$ cat src/rtl/core/grc_pkg.sv
package grc_pkg;

	// divider operand widths
	localparam int DIV_NW = 50;
	localparam int DIV_DW = 46;
	localparam int DIV_CW = $clog2(DIV_NW);

	// world units per map cell, a power of two so cell and offset are a shift and a mask
	localparam int TILE_SIZE = 64;
	localparam int TILE_SH   = 8 + $clog2(TILE_SIZE);

	localparam int POS_W   = 24;
	localparam int VEC_W   = 16;
	localparam int SCR_W   = 12;
	localparam int COL_W   = 11;
	localparam int CAM_W   = 28;
	localparam int PROD_W  = VEC_W + CAM_W;
	localparam int RAY_W   = 31;
	localparam int MX_W    = 18;
	localparam int FRAC_W  = 19;
	localparam int DELTA_W = 32;
	localparam int SD_W    = 46;
	localparam int LH_W    = 28;
	localparam int CFG_IW  = 3;
	localparam int CFG_DW  = 24;

	localparam int CAM_OFS = 16384;
	localparam logic [DELTA_W-1:0] DIST_MAX = '1;
	localparam logic [SD_W-1:0] MIN_DIST = SD_W'(7);
	localparam logic [COL_W-1:0] OUT_MAX = '1;

	localparam logic [VEC_W-1:0] RST_DIR_X   = VEC_W'(16384);
	localparam logic [VEC_W-1:0] RST_DIR_Y   = '0;
	localparam logic [VEC_W-1:0] RST_PLANE_X = '0;
	localparam logic [VEC_W-1:0] RST_PLANE_Y = VEC_W'(10813);
	localparam logic [SCR_W-1:0] RST_WIDTH   = SCR_W'(640);
	localparam logic [SCR_W-1:0] RST_HEIGHT  = SCR_W'(480);

	localparam logic [CFG_IW-1:0] REG_POS_X   = 3'd0;
	localparam logic [CFG_IW-1:0] REG_POS_Y   = 3'd1;
	localparam logic [CFG_IW-1:0] REG_DIR_X   = 3'd2;
	localparam logic [CFG_IW-1:0] REG_DIR_Y   = 3'd3;
	localparam logic [CFG_IW-1:0] REG_PLANE_X = 3'd4;
	localparam logic [CFG_IW-1:0] REG_PLANE_Y = 3'd5;
	localparam logic [CFG_IW-1:0] REG_WIDTH   = 3'd6;
	localparam logic [CFG_IW-1:0] REG_HEIGHT  = 3'd7;

	localparam logic MODE_WRITE = 1'b0;
	localparam logic MODE_CAST  = 1'b1;

	typedef enum logic [1:0] {
		DOP_CAM, DOP_DX, DOP_DY, DOP_LH
	} div_op_t;

	typedef enum logic [4:0] {
		ST_CLEAR, ST_IDLE, ST_DIV_CAM, ST_MUL_RAY, ST_RAY,
		ST_DIV_DX, ST_DIV_DY, ST_MUL_SIDE, ST_STEP,
		ST_READ, ST_TEST, ST_PERP, ST_DIV_LH, ST_OUT
	} state_t;

	typedef struct packed {
		logic    in_ready;
		logic    take_col;
		logic    map_wr;
		logic    clr_wr;
		logic    div_start;
		div_op_t div_op;
		logic    mul_ray;
		logic    ray;
		logic    mul_side;
		logic    step;
		logic    rd_en;
		logic    perp;
		logic    out_load;
	} cmd_t;

	typedef struct packed {
		logic in_valid;
		logic in_mode;
		logic clr_last;
		logic div_done;
		logic hit;
		logic steps_done;
		logic out_free;
	} sts_t;

endpackage

$ cat src/rtl/core/grc_ctrl.sv
module grc_ctrl
	import grc_pkg::*;
(
	input  logic clk,
	input  logic arst_n,
	input  sts_t sts,
	output cmd_t cmd
);

	state_t state_q, state_d;
	logic   issued_q, issued_d;

	always_ff @(posedge clk or negedge arst_n) begin
		if (!arst_n) begin
			state_q  <= ST_CLEAR;
			issued_q <= 1'b0;
		end else begin
			state_q  <= state_d;
			issued_q <= issued_d;
		end
	end

	always_comb begin
		cmd      = '0;
		cmd.div_op = DOP_CAM;
		state_d  = state_q;
		issued_d = issued_q;
		unique case (state_q)
			ST_CLEAR: begin
				cmd.clr_wr = 1'b1;
				if (sts.clr_last)
					state_d = ST_IDLE;
			end
			ST_IDLE: begin
				cmd.in_ready = 1'b1;
				if (sts.in_valid) begin
					if (sts.in_mode == MODE_CAST) begin
						cmd.take_col = 1'b1;
						state_d = ST_DIV_CAM;
					end else begin
						cmd.map_wr = 1'b1;
					end
				end
			end
			ST_MUL_RAY: begin
				cmd.mul_ray = 1'b1;
				state_d = ST_RAY;
			end
			ST_RAY: begin
				cmd.ray = 1'b1;
				state_d = ST_DIV_DX;
			end
			ST_MUL_SIDE: begin
				cmd.mul_side = 1'b1;
				state_d = ST_STEP;
			end
			ST_STEP: begin
				cmd.step = 1'b1;
				state_d = ST_READ;
			end
			ST_READ: begin
				cmd.rd_en = 1'b1;
				state_d = ST_TEST;
			end
			ST_TEST: begin
				if (sts.hit || sts.steps_done)
					state_d = ST_PERP;
				else
					state_d = ST_STEP;
			end
			ST_PERP: begin
				cmd.perp = 1'b1;
				state_d = ST_DIV_LH;
			end
			ST_OUT: begin
				if (sts.out_free) begin
					cmd.out_load = 1'b1;
					state_d = ST_IDLE;
				end
			end
			ST_DIV_CAM, ST_DIV_DX, ST_DIV_DY, ST_DIV_LH: begin
				unique case (state_q)
					ST_DIV_CAM: cmd.div_op = DOP_CAM;
					ST_DIV_DX:  cmd.div_op = DOP_DX;
					ST_DIV_DY:  cmd.div_op = DOP_DY;
					default:    cmd.div_op = DOP_LH;
				endcase
				if (!issued_q) begin
					cmd.div_start = 1'b1;
					issued_d = 1'b1;
				end else if (sts.div_done) begin
					issued_d = 1'b0;
					unique case (state_q)
						ST_DIV_CAM: state_d = ST_MUL_RAY;
						ST_DIV_DX:  state_d = ST_DIV_DY;
						ST_DIV_DY:  state_d = ST_MUL_SIDE;
						default:    state_d = ST_OUT;
					endcase
				end
			end
			default: state_d = ST_IDLE;
		endcase
	end

endmodule

$ cat config.mk
export PLATFORM = sky130hd
export DESIGN_NAME = grc_ctrl
export DESIGN_NICKNAME = d
export VERILOG_FILES = /design/src/rtl/core/grc_pkg.sv /design/src/rtl/core/grc_ctrl.sv
export SDC_FILE = /design/constraint.sdc
export NUM_CORES = 1
export LEC_CHECK = 0
export BUFFER_PORTS_ARGS = -buffer_cell sky130_fd_sc_hd__buf_4
export CAP_MARGIN = 20
export CORE_AREA = 2 2 44 46
export DETAILED_ROUTE_END_ITERATION = 16
export DIE_AREA = 0 0 46 48
export PLACE_DENSITY = 0.59
export SLEW_MARGIN = 10
export SYNTH_ARGS = -nofsm -noshare
export SYNTH_HDL_FRONTEND = slang
export SYNTH_SLANG_ARGS = --single-unit
$ cat constraint.sdc
create_clock -name clk -period 1.6 [get_ports clk]
set_input_delay 0.24 -clock clk [delete_from_list [all_inputs] [get_ports clk]]
set_output_delay 0.24 -clock clk [all_outputs]
set_load 0.02 [all_outputs]
Yosys cells after proc, flatten, opt, wreduce, memory -nomap -nowiden
Cells that the tools add are included.
{"block": "totals", "wordCells": 52, "output_inout_bits": 14, "ramBits": 0, "input_bits": 9, "romBits": 0, "mem_count": 0, "latchBits": 0, "regBits": 6}
{"block": "op_classes", "n_reduce_logical": 4, "n_addsub": 0, "order_cmp": 0, "n_eq_ne": 19, "n_bitwise": 0, "div_mod_pow": 0, "n_mux": 27, "mul": 0, "shift": 0}
{"cell": "case mux 5 bit (11 select lines)", "count": 1}
{"cell": "== test 5 x 4 -> 1 bit (second input constant)", "count": 6}
{"cell": "two-way mux 5 bit", "count": 6}
{"cell": "== test 5 x 3 -> 1 bit (second input constant)", "count": 4}
{"cell": "two-way mux 1 bit", "count": 14}
{"cell": "!= test 2 bit (second input constant)", "count": 6}
{"cell": "case mux 4 bit (3 select lines)", "count": 1}
{"cell": "== test 5 x 2 -> 1 bit (second input constant)", "count": 2}
{"cell": "two-way mux 3 bit", "count": 2}
{"cell": "case mux 2 bit (3 select lines)", "count": 1}
{"cell": "AND reduction 6 bit", "count": 1}
{"cell": "== test 5 x 1 -> 1 bit (second input constant)", "count": 1}
{"cell": "logical NOT 5 bit", "count": 1}
{"cell": "two-way mux 2 bit", "count": 2}
{"cell": "OR reduction 4 bit", "count": 1}
{"cell": "logical OR 1 bit", "count": 1}

Logic depth before layout (Yosys ltp)
{"block": "logic_depth", "word_depth": 5, "mapped_depth": 5}

Worst setup path after synthesis
No wires, ideal clock.
{"block": "synth_path", "path_type": "register -> output", "startpoint": "reg state_q[2]", "endpoint": "out cmd[11] in the netlist's numbering", "path_stages_with_launch": 6, "arrival_ns": 1.483, "required_time_ns": 1.360, "setup_slack_ns": -0.123, "cell_sequence": "dfrtp_1 > buf_6 > or2_4 > nor2_1 > nand2_1 > nor2_1"}
{"element": "from (decl)", "line": "grc_ctrl.sv:10", "rtl": "state_t state_q, state_d;"}
{"element": "from (signal assigned)", "line": "grc_ctrl.sv:18", "rtl": "state_q <= state_d;"}
{"element": "to (decl)", "line": "grc_ctrl.sv:7", "rtl": "output cmd_t cmd"}

==> impl_metrics.env <==
export IMPL_cts_tree="built"
export IMPL_synth_area_leader_cell="dfrtp_1"
export IMPL_synth_avg_cell_area_um2=7.43
export IMPL_critical_path_class="flop to output port"
export IMPL_worst_hold_slack_ns=0.324
export IMPL_first_pass_iters=4
export IMPL_postRouteAntennaNets=0
export IMPL_cts_htree_levels=1
export IMPL_slowest_delay_ns=0.41
export IMPL_path_cells="buf_4, xor2_4, a31oi_2, nor2_1, buf_4"
export IMPL_startpoint_type="flop"
export IMPL_avgRoutedWirePerCell_um=14.3
export IMPL_worst_ep_arrival_time_ns=1.45
export IMPL_stdcell_area_um2=945
export IMPL_track_usage_pct=17.2
export IMPL_p_leak_nw=0.443
export IMPL_antenna_cells=0
export IMPL_crit_top_cell="buf_4"
export IMPL_post_route_drc_count=0
export IMPL_cpLargestDelayFamily="flip-flops"
export IMPL_antenna_found_initial=0
export IMPL_violations="negative setup slack"
export IMPL_ys_warn_count=0
export IMPL_cts_root_buf="clkbuf_4"
export IMPL_crit_required_ns=1.36
export IMPL_hold_path_class="input pin to async pin"
export IMPL_power_total_mw=2.14
export IMPL_syn_cell_area_um2=483
export IMPL_final_nets=117
export IMPL_synth_top_cell_area_share_pct=25.9
export IMPL_cts_num_sinks=5
export IMPL_r2r_end="state_q[0]"
export IMPL_slowest_stage="dfrtp_2"
export IMPL_cp_depth=5
export IMPL_cp_num_buf_inv=2
export IMPL_async_flop_share_pct=100
export IMPL_synthTopCellsByArea="dfrtp_1 (26%), nor2_1 (7.8%), nand2_1 (4.7%), nor3_1 (4.1%), o21ai_0 (4.1%)"
export IMPL_maxCapViolations=0
export IMPL_fmax_mhz=593
export IMPL_dieHeight_um=48
export IMPL_wirelength_um=1770
export IMPL_syn_inst=65
export IMPL_num_vias=651
export IMPL_dp_cells=109
export IMPL_ys_seq_area_share_pct=25.9
export IMPL_synthFlopType="dfrtp_1"
export IMPL_dieWidth_um=46
export IMPL_cp_max_fo=3
export IMPL_areaGrowthSynthToFinish_pct=95.6
export IMPL_setup_slack_ns=-0.0859
export IMPL_fillCellCount=165
export IMPL_synth_seq_cells=5
export IMPL_grt_pass1_vias=576
export IMPL_ctsLongestPathBuffers=2
export IMPL_grt_ovfl_total=0
export IMPL_instances_no_fill=124
export IMPL_reg2reg_from="state_q[3]"
export IMPL_slew_viol_final=0
export IMPL_r2r_cells=5
export IMPL_drive_above_1_share_pct=58.9
export IMPL_maxSlewHeadroom_pct=80.5
export IMPL_grt_max_degree=9
export IMPL_die_area_mm2=0.00221
export IMPL_period_share_pct=105
export IMPL_clock_latency_ns=0.25
export IMPL_grt_pass1_wl_um=2660
export IMPL_clk_pin_slew_worst_paths_ns=0.06
export IMPL_finalSetupTns_ns=-0.300
export IMPL_status="finished with violations"
export IMPL_max_vdd_ir_drop_mv=0.917
export IMPL_coreArea_mm2=0.00169
export IMPL_io_pins=23
export IMPL_synth_edff_count=0
export IMPL_setup_viol=6
export IMPL_place_area_um2=717
export IMPL_port_buffers=22
export IMPL_start_util_pct=28.6
export IMPL_rows=15
export IMPL_place_congestion=0.834
export IMPL_final_hold_viol_count=0
export IMPL_vias_per_cell=5.25
export IMPL_drtIter0Drc=13
export IMPL_dp_hpwl_um=1230
export IMPL_cellPowerDensity_mw_per_mm2=2260
export IMPL_r2r_slack_ns=-0.03
export IMPL_worst_setup_path_end_kind="output port"
export IMPL_synthesis_nets=74
export IMPL_post_synth_num_cell_types=33
export IMPL_numCtsBuffers=3
export IMPL_final_cell_mix="buf_4 (34), nor2_1 (8), buf_6 (7)"
export IMPL_worst_slew_pin_slew_ns=0.288
export IMPL_final_common_cell="buf_4"
export IMPL_skew_ns=0.0111
export IMPL_rsz0062_at_grt="true"
export IMPL_period_needed_ns=1.69
-- registers in the layout, summed over array words and instances (netlist names) --
signal and cells:
state_q 4, issued_q 1
-- power by group --
group	internal, mW	switching, mW	total (mW)
logic	0.881	0.849	1.73
registers	0.192	0.0556	0.247
clock network	0.0950	0.0625	0.158
-- layer usage --
| metal | wire [µm] | vias to the layer above | track usage (%) |
|---|---|---|---|
| li1 | - | 323 | - |
| met1 | 749 | 308 | 20.4 |
| met2 | 939 | 18 | 30.0 |
| met3 | 57 | 2 | 3.40 |
| met4 | 23 | 0 | 7.43 |
| met5 | 0 | - | 0 |
-- repair_timing --
item,4_1_cts,5_1_grt
endpoints found under the hold margin,5,0
setup buffers,5,5
gates resized for setup,13,11
endpoints found under the setup margin,13,17
gates cloned,0,0
hold buffers,1,0
pin swaps,2,4
-- metrics by stage --
step / util [%] / worst slack (ns)
2_1_floorplan: - / 0.0157
3_3_place_gp: 42.4 / -0.00803
4_1_cts: 50.7 / -0.0573
6_report: 55.9 / -0.0859
3_5_place_dp: 42.4 / -0.0439
5_1_grt: 55.9 / -0.152
-- kinds of logic after synthesis --
| kind of cell | share of synthesized area [%] |
|---|---|
| xor gates and xnor gates | 3.63 |
| AOI/OAI and AO/OA | 25.4 |
| DFF | 25.9 |
| and+or+nand+nor | 32.1 |
| muxes | 4.66 |
| buffers and inverters | 8.29 |
-- cell usage after synthesis (all sizes together) (2+ instances only) --
library cell	n
mux2	2
o21ai	5
and3	2
buf	4
nand2	6
inv	3
nand2b	2
nor2	10
a21oi	2
nor3	4
o22ai	2
nand3	2
dfrtp	5
-- how the worst max path moves through the flow --
stage,start,endpoint
after floorplan,state_q[0],state_q[0]
after global placement,state_q[0],state_q[0]
after detailed placement,state_q[0],state_q[0]
after CTS,state_q[3],cmd[12]
after global routing,state_q[3],cmd[9]
final,state_q[3],cmd[9]
-- cell type report --
| class | instances | area [µm²] | area share [%] |
|---|---|---|---|
| inverters | 3 | 11.3 | 1.19 |
| flip-flops and latches | 5 | 126 | 13.4 |
| multi-input cells | 53 | 415 | 44.0 |
| clock buffers | 4 | 26.3 | 2.78 |
| repair buffers | 42 | 344 | 36.4 |
| well taps | 17 | 21.3 | 2.25 |
No activity file was read; power rests on OpenSTA's default activity.
